<file path="config.mk">
export PLATFORM = sky130hd
export DESIGN_NAME = poly_voice_to_midi_encoder_top
export DESIGN_NICKNAME = d
export VERILOG_FILES = /design/src/hdl/pvme_pkg.sv /design/src/hdl/poly_voice_to_midi_encoder_top.sv /design/src/hdl/pvme_front.sv /design/src/hdl/pvme_queue.sv /design/src/hdl/pvme_back.sv
export SDC_FILE = /design/constraint.sdc
export NUM_CORES = 1
export LEC_CHECK = 0
export BUFFER_PORTS_ARGS = -buffer_cell sky130_fd_sc_hd__buf_4
export CELL_PAD_IN_SITES_DETAIL_PLACEMENT = 0
export CELL_PAD_IN_SITES_GLOBAL_PLACEMENT = 1
export CORE_MARGIN = 5
export CORE_UTILIZATION = 52
export DETAILED_ROUTE_END_ITERATION = 8
export GPL_TIMING_DRIVEN = 0
export PLACE_DENSITY_LB_ADDON = 0.3
export SYNTH_ARGS = -nofsm -noshare
export SYNTH_HDL_FRONTEND = slang
export SYNTH_SLANG_ARGS = --single-unit
</file>
<file path="constraint.sdc">
create_clock -name clk -period 13.3 [get_ports clk]
set_clock_uncertainty 0.15 [all_clocks]
set_input_delay 1.33 -clock clk [delete_from_list [all_inputs] [get_ports clk]]
set_output_delay 1.33 -clock clk [all_outputs]
set_load 0.05 [all_outputs]
</file>
<file path="src/hdl/pvme_pkg.sv">
// Shared types and MIDI constants for the voice to MIDI encoder.
package pvme_pkg;

  typedef enum logic [1:0] {
    FUNC_VOICE = 2'd0,
    FUNC_WHEEL = 2'd1,
    FUNC_RESET = 2'd2,
    FUNC_START = 2'd3
  } func_t;

  localparam logic [7:0]  ST_NOTE_OFF  = 8'h80;
  localparam logic [7:0]  ST_NOTE_ON   = 8'h90;
  localparam logic [7:0]  ST_POLY_PRES = 8'ha0;
  localparam logic [7:0]  ST_CTRL      = 8'hb0;
  localparam logic [7:0]  ST_BEND      = 8'he0;
  localparam logic [6:0]  CC_MOD       = 7'd1;
  localparam logic [13:0] BEND_CENTER  = 14'h2000;
  localparam logic [6:0]  VEL_DEFAULT  = 7'd100;
  localparam logic [6:0]  NOTE_DEFAULT = 7'd60;
  localparam int          MSG_SLOTS    = 3;

  typedef struct packed {
    logic [7:0] status_byte;
    logic [6:0] data_one;
    logic [6:0] data_two;
  } msg_t;

  typedef struct packed {
    msg_t [MSG_SLOTS-1:0] msg;
    logic [1:0]           cnt;
    logic [31:0]          stamp;
  } bundle_t;

endpackage

</file>
<file path="src/hdl/poly_voice_to_midi_encoder_top.sv">
// Voice to MIDI encoder top level: front end, bundle queue and message sequencer.
// An item's bundle is queued, then its first message loads into the output register.
// Throughput: one input item a cycle while not full; one message a cycle at the output
// while popped; three-message items stall the front once the two-entry queue fills.
// Reset: synchronous rst keeps only pressure/mod values, clears counters and ready.
module poly_voice_to_midi_encoder_top import pvme_pkg::*; #(
  parameter int EVENT_LIMIT    = 128,
  parameter int VOICE_CHANNELS = 16
) (
  input  logic        clk,
  input  logic        rst,
  input  logic        push,
  output logic        full,
  input  logic [1:0]  func,
  input  logic [3:0]  channel,
  input  logic [6:0]  note,
  input  logic        gate,
  input  logic [6:0]  velocity,
  input  logic [6:0]  pressure,
  input  logic [13:0] pitch_wheel,
  input  logic [6:0]  mod_wheel,
  output logic        empty,
  input  logic        pop,
  output logic [7:0]  status_byte,
  output logic [6:0]  data_one,
  output logic [6:0]  data_two,
  output logic [31:0] time_stamp,
  output logic        last
);

  logic    q_push, q_full, q_pop, q_empty;
  bundle_t q_wdata, q_head;

  assign full = q_full;

  pvme_front #(
    .EVENT_LIMIT    (EVENT_LIMIT),
    .VOICE_CHANNELS (VOICE_CHANNELS)
  ) u_front (
    .clk         (clk),
    .rst         (rst),
    .push        (push),
    .func        (func),
    .channel     (channel),
    .note        (note),
    .gate        (gate),
    .velocity    (velocity),
    .pressure    (pressure),
    .pitch_wheel (pitch_wheel),
    .mod_wheel   (mod_wheel),
    .q_full      (q_full),
    .q_push      (q_push),
    .q_data      (q_wdata)
  );

  pvme_queue u_queue (
    .clk     (clk),
    .rst     (rst),
    .wr      (q_push),
    .wr_data (q_wdata),
    .full    (q_full),
    .rd      (q_pop),
    .empty   (q_empty),
    .rd_data (q_head)
  );

  pvme_back u_back (
    .clk         (clk),
    .rst         (rst),
    .q_empty     (q_empty),
    .q_head      (q_head),
    .q_pop       (q_pop),
    .empty       (empty),
    .pop         (pop),
    .status_byte (status_byte),
    .data_one    (data_one),
    .data_two    (data_two),
    .time_stamp  (time_stamp),
    .last        (last)
  );

endmodule

</file>
<file path="src/hdl/pvme_front.sv">
// Front end: accepts items, updates voice and wheel state, builds message bundles.
module pvme_front import pvme_pkg::*; #(
  parameter int EVENT_LIMIT    = 128,
  parameter int VOICE_CHANNELS = 16
) (
  input  logic       clk,
  input  logic       rst,
  input  logic       push,
  input  logic [1:0] func,
  input  logic [3:0] channel,
  input  logic [6:0] note,
  input  logic       gate,
  input  logic [6:0] velocity,
  input  logic [6:0] pressure,
  input  logic [13:0] pitch_wheel,
  input  logic [6:0] mod_wheel,
  input  logic       q_full,
  output logic       q_push,
  output bundle_t    q_data
);

  localparam int EW = $clog2(EVENT_LIMIT + 1);
  localparam int CW = (VOICE_CHANNELS > 1) ? $clog2(VOICE_CHANNELS) : 1;
  localparam logic [EW-1:0] LIM = EW'(EVENT_LIMIT);

  logic [6:0]  velocity_store [VOICE_CHANNELS];
  logic [6:0]  note_store     [VOICE_CHANNELS];
  logic        gate_store     [VOICE_CHANNELS];
  logic [6:0]  pressure_store [VOICE_CHANNELS];
  logic        pressure_known [VOICE_CHANNELS];
  logic [6:0]  mod_last;
  logic        mod_known;
  logic [13:0] bend_last;
  logic [EW-1:0] event_count;
  logic [31:0] frame_counter;
  logic        ready_flag;

  logic          acc, in_range, voice_go, wheel_go;
  logic [CW-1:0] idx;
  logic          was, changed, rise, fall, room0;
  logic          do_off, do_on, do_pres, do_bend, do_mod;
  logic [EW-1:0] ec1, ec2, ec3, ew1, ew2;
  logic [6:0]    note_after, cur_note;
  logic          cur_gate, cur_pknown;
  logic [6:0]    cur_pres;
  msg_t [MSG_SLOTS-1:0] m;
  logic [1:0]    cnt;

  assign acc      = push && !q_full;
  assign in_range = {1'b0, channel} < 5'(VOICE_CHANNELS);
  assign idx      = CW'(channel);
  assign voice_go = acc && func == FUNC_VOICE && ready_flag && in_range;
  assign wheel_go = acc && func == FUNC_WHEEL && ready_flag;

  always_comb begin
    cur_note   = in_range ? note_store[idx] : NOTE_DEFAULT;
    cur_gate   = in_range ? gate_store[idx] : 1'b0;
    cur_pres   = in_range ? pressure_store[idx] : 7'd0;
    cur_pknown = in_range ? pressure_known[idx] : 1'b0;
  end

  always_comb begin
    room0      = event_count < LIM;
    was        = cur_gate;
    changed    = gate && was && note != cur_note;
    rise       = gate && !was;
    fall       = !gate && was;
    do_off     = room0 && (changed || fall);
    ec1        = event_count + EW'(do_off);
    do_on      = room0 && (changed || rise) && ec1 < LIM;
    ec2        = ec1 + EW'(do_on);
    note_after = room0 ? note : cur_note;
    do_pres    = !(cur_pknown && cur_pres == pressure) && ec2 < LIM;
    ec3        = ec2 + EW'(do_pres);
    do_bend    = bend_last != pitch_wheel && room0;
    ew1        = event_count + EW'(do_bend);
    do_mod     = !(mod_known && mod_last == mod_wheel) && ew1 < LIM;
    ew2        = ew1 + EW'(do_mod);
  end

  always_comb begin
    m   = '0;
    cnt = 2'd0;
    if (func == FUNC_VOICE) begin
      if (do_off) begin
        m[cnt] = '{ST_NOTE_OFF, cur_note, velocity};
        cnt    = cnt + 2'd1;
      end
      if (do_on) begin
        m[cnt] = '{ST_NOTE_ON, note, velocity};
        cnt    = cnt + 2'd1;
      end
      if (do_pres) begin
        m[cnt] = '{ST_POLY_PRES, note_after, pressure};
        cnt    = cnt + 2'd1;
      end
    end else begin
      if (do_bend) begin
        m[cnt] = '{ST_BEND, pitch_wheel[6:0], pitch_wheel[13:7]};
        cnt    = cnt + 2'd1;
      end
      if (do_mod) begin
        m[cnt] = '{ST_CTRL, CC_MOD, mod_wheel};
        cnt    = cnt + 2'd1;
      end
    end
  end

  assign q_push       = (voice_go || wheel_go) && cnt != 2'd0;
  assign q_data.msg   = m;
  assign q_data.cnt   = cnt;
  assign q_data.stamp = frame_counter;

  always_ff @(posedge clk) begin
    if (rst || (acc && func == FUNC_RESET)) begin
      for (int i = 0; i < VOICE_CHANNELS; i++) begin
        velocity_store[i] <= VEL_DEFAULT;
        note_store[i]     <= NOTE_DEFAULT;
        gate_store[i]     <= 1'b0;
        pressure_known[i] <= 1'b0;
      end
      mod_known     <= 1'b0;
      bend_last     <= BEND_CENTER;
      event_count   <= '0;
      frame_counter <= '0;
      ready_flag    <= 1'b0;
    end else if (acc && func == FUNC_START) begin
      event_count   <= '0;
      frame_counter <= '0;
      ready_flag    <= 1'b1;
    end else if (voice_go) begin
      velocity_store[idx] <= velocity;
      if (room0) begin
        note_store[idx] <= note;
        gate_store[idx] <= gate;
      end
      if (do_pres) begin
        pressure_store[idx] <= pressure;
        pressure_known[idx] <= 1'b1;
      end
      event_count <= ec3;
    end else if (wheel_go) begin
      if (do_bend) bend_last <= pitch_wheel;
      if (do_mod) begin
        mod_last  <= mod_wheel;
        mod_known <= 1'b1;
      end
      event_count   <= ew2;
      frame_counter <= frame_counter + 32'd1;
    end
  end

endmodule

</file>
<file path="src/hdl/pvme_queue.sv">
// Two-entry bundle queue between the front end and the message sequencer.
module pvme_queue import pvme_pkg::*; (
  input  logic    clk,
  input  logic    rst,
  input  logic    wr,
  input  bundle_t wr_data,
  output logic    full,
  input  logic    rd,
  output logic    empty,
  output bundle_t rd_data
);

  bundle_t    mem [2];
  logic       wr_ptr, rd_ptr;
  logic [1:0] count;

  assign full    = count == 2'd2;
  assign empty   = count == 2'd0;
  assign rd_data = mem[rd_ptr];

  always_ff @(posedge clk) begin
    if (wr) mem[wr_ptr] <= wr_data;
  end

  always_ff @(posedge clk) begin
    if (rst) begin
      wr_ptr <= 1'b0;
      rd_ptr <= 1'b0;
      count  <= 2'd0;
    end else begin
      if (wr) wr_ptr <= !wr_ptr;
      if (rd) rd_ptr <= !rd_ptr;
      count <= count + 2'(wr) - 2'(rd);
    end
  end

endmodule

</file>
<file path="src/hdl/pvme_back.sv">
// Back end: walks bundles into the output register, one message a cycle while popped.
module pvme_back import pvme_pkg::*; (
  input  logic        clk,
  input  logic        rst,
  input  logic        q_empty,
  input  bundle_t     q_head,
  output logic        q_pop,
  output logic        empty,
  input  logic        pop,
  output logic [7:0]  status_byte,
  output logic [6:0]  data_one,
  output logic [6:0]  data_two,
  output logic [31:0] time_stamp,
  output logic        last
);

  logic       out_valid;
  logic [1:0] idx;
  logic       ld, last_sel;
  msg_t       sel;

  assign ld       = (!out_valid || pop) && !q_empty;
  assign last_sel = idx == q_head.cnt - 2'd1;
  assign sel      = q_head.msg[idx];
  assign q_pop    = ld && last_sel;
  assign empty    = !out_valid;

  always_ff @(posedge clk) begin
    if (rst) begin
      out_valid <= 1'b0;
      idx       <= 2'd0;
    end else begin
      if (ld) begin
        out_valid <= 1'b1;
        idx       <= last_sel ? 2'd0 : idx + 2'd1;
      end else if (pop) begin
        out_valid <= 1'b0;
      end
    end
  end

  always_ff @(posedge clk) begin
    if (ld) begin
      status_byte <= sel.status_byte;
      data_one    <= sel.data_one;
      data_two    <= sel.data_two;
      time_stamp  <= q_head.stamp;
      last        <= last_sel;
    end
  end

endmodule

</file>
==> results by group, run 1 <==
Hold path
  • Worst min path class: flop to flop
  • Worst hold start: u_front.pressure_known[14]
  • Hold depth: 1
  • Worst Hold End: u_front.pressure_known[14]

Floorplanning
  • Io pins: 110
  • # rows: a little under 80
  • Core Region: between 0.04 and 0.05 mm2
  • Initial Utilization: between 50% and 60%
  • Die Span Y: 225 um
  • Die ar.: about 0.051 mm2
  • Die Wd: about 220 um

Synth
  • Synth area leader: edfxtp_1
  • Cell variety after synth: 76
  • Main synth FF type: edfxtp_1
  • Mapped Cells: 1713
  • Synthesized area: between 0.02 and 0.025 mm2
  • Post-synth EDFFs: between 400 and 500
  • Top post-synthesis cells by area: edfxtp_1 (58%), dfxtp_1 (6.7%), mux4_2 (5.8%), mux2i_1 (2.6%), nand2_1 (2.0%)
  • Yosys top cell area share: about three fifths
  • Register area share after synthesis: around two thirds
  • Avg Inst Size Synth: ~14 um2
  • Fraction of registers with async set or reset after synthesis: 0%
  • Synth Register Bits: between 500 and 600
  • Yosys warns: 0

GRT
  • First-pass GRT wire length: 90800 um
  • Total grt overflow: 0
  • Vias in the first global route: 14800
  • GRT Util Overall: about a quarter
  • Initial antenna violation count: 0
  • Largest net degree at the start of global routing: 52

Layout
  • Layout area overhead: 14.5%
  • Commonest non-fill, non-tap cells in the layout: edfxtp_1 (464), nand2_1 (130), buf_4 (122), nor2_1 (113), clkbuf_1 (95)
  • Final instance area: ~0.027 mm2
  • # diodes: 0
  • Utilization after layout: 60.4%
  • Share of layout cells above drive strength 1: 18.4%
  • Register area: 0.0155 mm2
  • Final std cells w/o fill: 2529
  • FILL cells: around 3600
  • Multi-input logic area: 0.00783 mm2
  • Fin nets: just under 2000
  • Commonest non-fill, non-tap cell in the layout: edfxtp_1

Place
  • Port Buffers: 99
  • GPL Wtd Cong: between 0.8 and 0.9
  • Hpwl dp: around 42000 um
  • Placed cell count: 2428
  • Pre-CTS WS: between 4 and 5 ns
  • Dpl cell area: roughly 0.026 mm2

Drt
  • M1 wire length: around 24000 um
  • Routed vias/inst: about 6.0
  • Post-route ant nets: 0
  • Met3 routed WL: 5500 um
  • DR WL/cell: ~24 um
  • # DRC: 0
  • DRT Wirelength: roughly 60000 um
  • Met2 routed WL: between 20000 and 30000 um
  • 1st-pass router iterations: 8
  • Max layer used: met4
  • Via count: 15300
  • Drt initial violations: 1525

Critical path
  • Element type at the critical path end: flop
  • CP top delay family: simple AND/OR/NAND/NOR gates
  • R2R depth: 21
  • Reg2Reg Setup Slack: ~6.4 ns
  • Crit path launch type: input port
  • CP max FO: 10
  • Crit path kind: input port to flop
  • Reg-to-reg startpoint: u_front.note_store[2][4]
  • Highest cell delay on the worst timing path: between 0.9 and 1 ns
  • Worst EP arrival: around 8.1 ns
  • Worst path buffer plus inverter count: 7
  • CP cell instances: buf_6 > buf_6 > buf_4 > nor2_1 > a22oi_1 > a21o_1 > a211oi_2 > o211ai_2 > o311ai_4 > inv_4 > ha_1 > nand3_1 > o211ai_1 > inv_1 > o31ai_2 > inv_1 > ha_1 > a32o_1 > nand3_1 > xnor2_1 > o21ai_2 > buf_2 > or3_1 > nor2_1
  • Slowest cell on crit path: nor2_1
  • Reg2reg end: u_front.pressure_store[9][1]
  • Required time worst endpoint: 13.37 ns

STA
  • RSZ-0062 raised after global routing: no
  • Fin. max-slew vios: 0
  • Fin crit period: roughly 8 ns
  • FMAX: 125 MHz
  • Final hold violations: 0
  • PnR worst setup slack: around 5.3 ns
  • Setup TNS Final: 0 ns
  • Tightest Pin Transition: between 1 and 1.5 ns
  • Slew margin rel.: roughly a fifth
  • Tcrit/Tclk final: between 60 and 70%
  • Final Setup Violations: 0

Pwr
  • Total leakage power: ~9.5 nW
  • VDD IR max: approximately 0.12 mV
  • Pwr/cell area: between 100 and 150 mW/mm2

Clocking
  • CTS clk-pin slew, worst paths: around 0.06 ns
  • Number of buffers created by CTS: 54
  • # H-tree levels: 2
  • Num Clock Sinks: 544
  • Cts repair resizes: 0
  • Post-CTS Setup Bufs: 0
  • Clock buffer depth: 3
  • Cts hold-fix bufs: 0
  • CTS tree: built
  • Clk_lat worst skew: between 0.6 and 0.7 ns
  • Root buffer cell: clkbuf_16

Run
  • Max_cap viols: 0

Run status
  • Status: finished clean
## report_power, final
part | internal, W | switching [W] | total, W
Clock | 0.000845 | 0.000649 | 0.00149
Sequential | 0.00188 | 0.00000768 | 0.00188
Combinational | 0.0000973 | 0.000210 | 0.000307
Total | 0.00282 | 0.000867 | 0.00369
## flip-flops by register name, summed over array words and instances, names as in the netlist, named ones only
| register | count |
|---|---|
| u_front.frame_counter | 32 |
| u_front.event_count | 8 |
| u_queue.count | 2 |
| u_back.time_stamp | 32 |
| u_queue.wr_ptr | 1 |
| u_front.note_store | 112 |
| u_queue.rd_ptr | 1 |
| u_back.idx | 2 |
| u_front.pressure_store | 112 |
| u_back.last | 1 |
| u_back.status_byte | 4 |
| u_front.mod_last | 7 |
| u_queue.mem | 166 |
| u_front.bend_last | 14 |
| u_front.gate_store | 16 |
| u_front.ready_flag | 1 |
| u_back.data_two | 7 |
| u_front.mod_known | 1 |
| u_front.pressure_known | 16 |
| u_back.out_valid | 1 |
| u_back.data_one | 7 |
## cell usage after synthesis, types with 8 or more instances
master	number
inv_1	33
mux2i_1	62
dfxtp_1	80
a21o_1	21
or3_1	61
nor2b_1	11
nor4_1	13
nand4_1	16
mux4_2	62
buf_4	15
nand2b_1	12
ha_1	21
o21ai_0	27
nand3_1	44
a22oi_1	22
mux2_2	34
nor3_1	22
a221o_1	8
a221oi_1	17
buf_2	15
and3_1	70
nand2_1	130
xor2_1	39
xnor2_1	43
a21oi_1	50
clkbuf_1	83
nor2_1	113
and2_1	16
edfxtp_1	464
o22ai_1	23
## how the worst max path moves through the flow
stage               slack, ns                            to        from  cells past startpoint
detailed placement       4.76  u_front.pressure_store[9][5]  channel[1]                     24
CTS                      5.39  u_front.pressure_store[9][1]  channel[1]                     24
finish                   5.28  u_front.pressure_store[9][1]  channel[1]                     24
global placement         0.09            u_queue.mem[0][69]  channel[0]                     23
floorplan                3.60             u_queue.mem[0][0]  channel[0]                     23
global route             4.99  u_front.pressure_store[9][1]  channel[1]                     24
## logic make-up after synthesis
logic type	count (synthesis)	share of synthesized area, %
AOI/OAI and AO/OA	213	6.23
xor gates and xnor gates	82	2.99
adders and majority gates	22	1.14
buffers and inverters	157	2.94
DFF	544	64.7
muxes	166	10.8
other	1	0.0156
and+or+nand+nor	528	11.1
## through the flow
step / power [W] / hold slack [ns]
3_5_place_dp: 0.00223 / 0.285
5_1_grt: 0.00380 / 0.315
4_1_cts: 0.00371 / 0.299
2_1_floorplan: 0.00211 / 0.271
6_report: 0.00369 / 0.297
3_3_place_gp: 0.00222 / 0.277
## per-layer routing
layer / global-route usage (%) / up-vias
li1: - / 6865
met1: 33.0 / 7550
met2: 38.2 / 732
met3: 4.55 / 105
met4: 6.66 / 0
met5: 0 / -
## layout make-up
type,count,area share (%)
Sequential cell,544,56.5
Multi-Input combinational cell,1015,28.5
Clock buffer,72,5.38
Timing Repair Buffer,112,3.34
Tap cell,600,2.73
Buffer,120,2.05
Clock inverter,29,0.952
Inverter,37,0.515
No activity file was read; power rests on OpenSTA's default activity.
==> run 2: changes to the inputs <==
clock period = 8.05 ns   (was 13.3 ns; I/O delays follow)
==> run 2 against run 1 <==
  * Wire length grew 2.0%
  * Largest power group unchanged
  * Critical endpoint is now u_front.pressure_store[2][3]
  * Utilization down 0.063 points
  * Die area stayed put
  * Combinational power rose by 66%
  * Final cell count about the same
  * Critical path depth unchanged
  * Setup slack lost 4.8 ns
  * Clock-buffer cell count fell by 6
  * Highest routed layer unchanged
  * Sequential share of layout area rose by 0.059 points
==> results by group, run 2 (synthesis results as in run 1) <==
Critical path
  • Element type at the critical path end: flop
  • Reg2Reg Setup Slack: 1.07 ns
  • Required time worst endpoint: 8.12 ns
  • CP max FO: 10
  • Worst EP arrival: 7.60 ns
  • Crit path kind: input port to flop
  • Crit path launch type: input port

Layout
  • Layout area overhead: 14.4%
  • Final instance area: between 0.02 and 0.03 mm2
  • Commonest non-fill, non-tap cell in the layout: edfxtp_1
  • # diodes: 0
  • Fin nets: 1958
  • Commonest non-fill, non-tap cells in the layout: edfxtp_1 (464), nand2_1 (130), buf_4 (120), nor2_1 (113), clkbuf_1 (93)
  • Max reg flops: roughly 170
  • Share of layout cells above drive strength 1: between 10% and 20%
  • Largest Register: u_queue.mem
  • Top flop regs: u_queue.mem: 166 flops, u_front.note_store: 112 flops, u_front.pressure_store: 112 flops

Drt
  • DR WL/cell: approximately 24 um
  • 1st-pass router iterations: 6
  • Routed vias/inst: between 6 and 7
  • # DRC: 0
  • Via count: approximately 15000
  • Drt initial violations: between 1500 and 2000
  • Post-route ant nets: 0
  • DRT Wirelength: 61300 um

GRT
  • Initial antenna violation count: 0
  • Met2 GRT Util: 38.5%
  • GRT Util Overall: between 20 and 25%
  • Total grt overflow: 0
  • Vias in the first global route: between 15000 and 20000
  • Largest net degree at the start of global routing: 52
  • Met1 usage: between 30 and 40%
  • Met3 Usage GRT: under 10%
  • First-pass GRT wire length: a little over 90000 um
  • Gr busiest metal: met2

Pwr
  • VDD IR max: a little over 0.2 mV
  • Pwr/cell area: 222 mW/mm2
  • Total power: 0.00608 W
  • Total leakage power: ~9.5 nW

Floorplanning
  • Die Span Y: ~220 um
  • Core Region: around 0.045 mm2
  • Io pins: 110
  • Die ar.: between 0.05 and 0.06 mm2
  • Die Wd: about 220 um
  • # rows: 78
  • Initial Utilization: between 50% and 60%

STA
  • Final Setup Violations: 0
  • Tcrit/Tclk final: around 94%
  • Fin. max-slew vios: 0
  • Slew margin rel.: between 20 and 25%
  • Final hold violations: 0
  • FMAX: roughly 130 MHz
  • Fin crit period: between 7 and 8 ns
  • Final hold slack: around 0.25 ns
  • Tightest Pin Transition: roughly 1.2 ns
  • RSZ-0062 raised after global routing: no

Hold path
  • Worst min path class: input port to flop

Clocking
  • CTS tree: built
  • # H-tree levels: 2
  • Num Clock Sinks: around 540
  • Cts hold-fix bufs: 0
  • CTS clk-pin slew, worst paths: 0.06 ns
  • Cts repair resizes: 0
  • Number of buffers created by CTS: 55
  • Clk_lat worst skew: roughly 0.63 ns
  • Post-CTS Setup Bufs: 0
  • Clock buffer depth: 3
  • Root buffer cell: clkbuf_16

Place
  • GPL Wtd Cong: roughly 0.88
  • Port Buffers: slightly below 100
  • Dpl cell area: between 0.02 and 0.03 mm2
  • Hpwl dp: around 43000 um

Run status
  • Status: finished clean

Run
  • Max_cap viols: 0
-- run 2: cell count changes in the layout (fill, tap and decap cells not counted), sizes merged --
cell | previous run | this run
buf | 149 | 148
clkinvlp | 1 | 5
inv | 38 | 39
clkbuf | 155 | 149
clkinv | 24 | 27
-- run 2: path summary, 6_finish.rpt --
kind | startpoint | endpoint | cells after the start
max reg2reg | u_front.note_store[3][4] | u_front.pressure_store[2][3] | 21
min | mod_wheel[2] | u_front.mod_last[2] | 1
min reg2reg | u_front.pressure_known[11] | u_front.pressure_known[11] | 1
max | channel[1] | u_front.pressure_store[2][3] | 24
-- run 2: where the power goes --
group	switching (W)	internal, W
Sequential	0.0000128	0.00310
Clock	0.00109	0.00137
Combinational	0.000350	0.000160
-- run 2: metal layers --
metal	routed length, um	vias to the layer above
met5	0	-
met4	1560	0
met3	5340	106
met2	29200	735
met1	25200	7658
li1	-	6873
-- run 2: per-stage QoR --
| step | setup WS [ns] | TNS (ns) | utilization (%) | instances |
|---|---|---|---|---|
| finish | 0.520 | 0 | 60.4 | 2530 |
| floorplan | 0.479 | 0 | - | 1716 |
| global route | 0.226 | 0 | 60.4 | 2530 |
| global placement | -2.33 | -390.74 | 56.1 | 2415 |
| CTS | 0.571 | 0 | 60.4 | 2530 |
| detailed placement | -0.0738 | -1.01 | 56.5 | 2427 |
-- run 2: critical path, stage by stage --
cell and delay [ns]:
buf_6 0.14, buf_6 0.18, buf_4 0.22, nor2_1 0.57, a22oi_1 0.33, a21o_1 0.27
a211oi_2 0.19, o211ai_2 0.19, o311ai_4 0.57, inv_4 0.12, ha_1 0.25, nand3_1 0.18
o211ai_1 0.22, inv_1 0.12, o31ai_2 0.11, inv_1 0.17, ha_1 0.24, a32o_1 0.23
nand3_1 0.17, xnor2_1 0.48, o21ai_2 0.13, buf_2 0.23, or4_4 0.53, nor2_1 0.91
-- run 2: final cells by class --
cell class | instances | area [um2]
plain buffers | 120 | 564
clock buffers | 66 | 1430
clock inverters | 37 | 304
fillers | 3547 | 18000
inverters | 37 | 141
multi-input cells | 1015 | 7830
flip-flops and latches | 544 | 15500
well taps | 600 | 751
repair buffers | 111 | 898
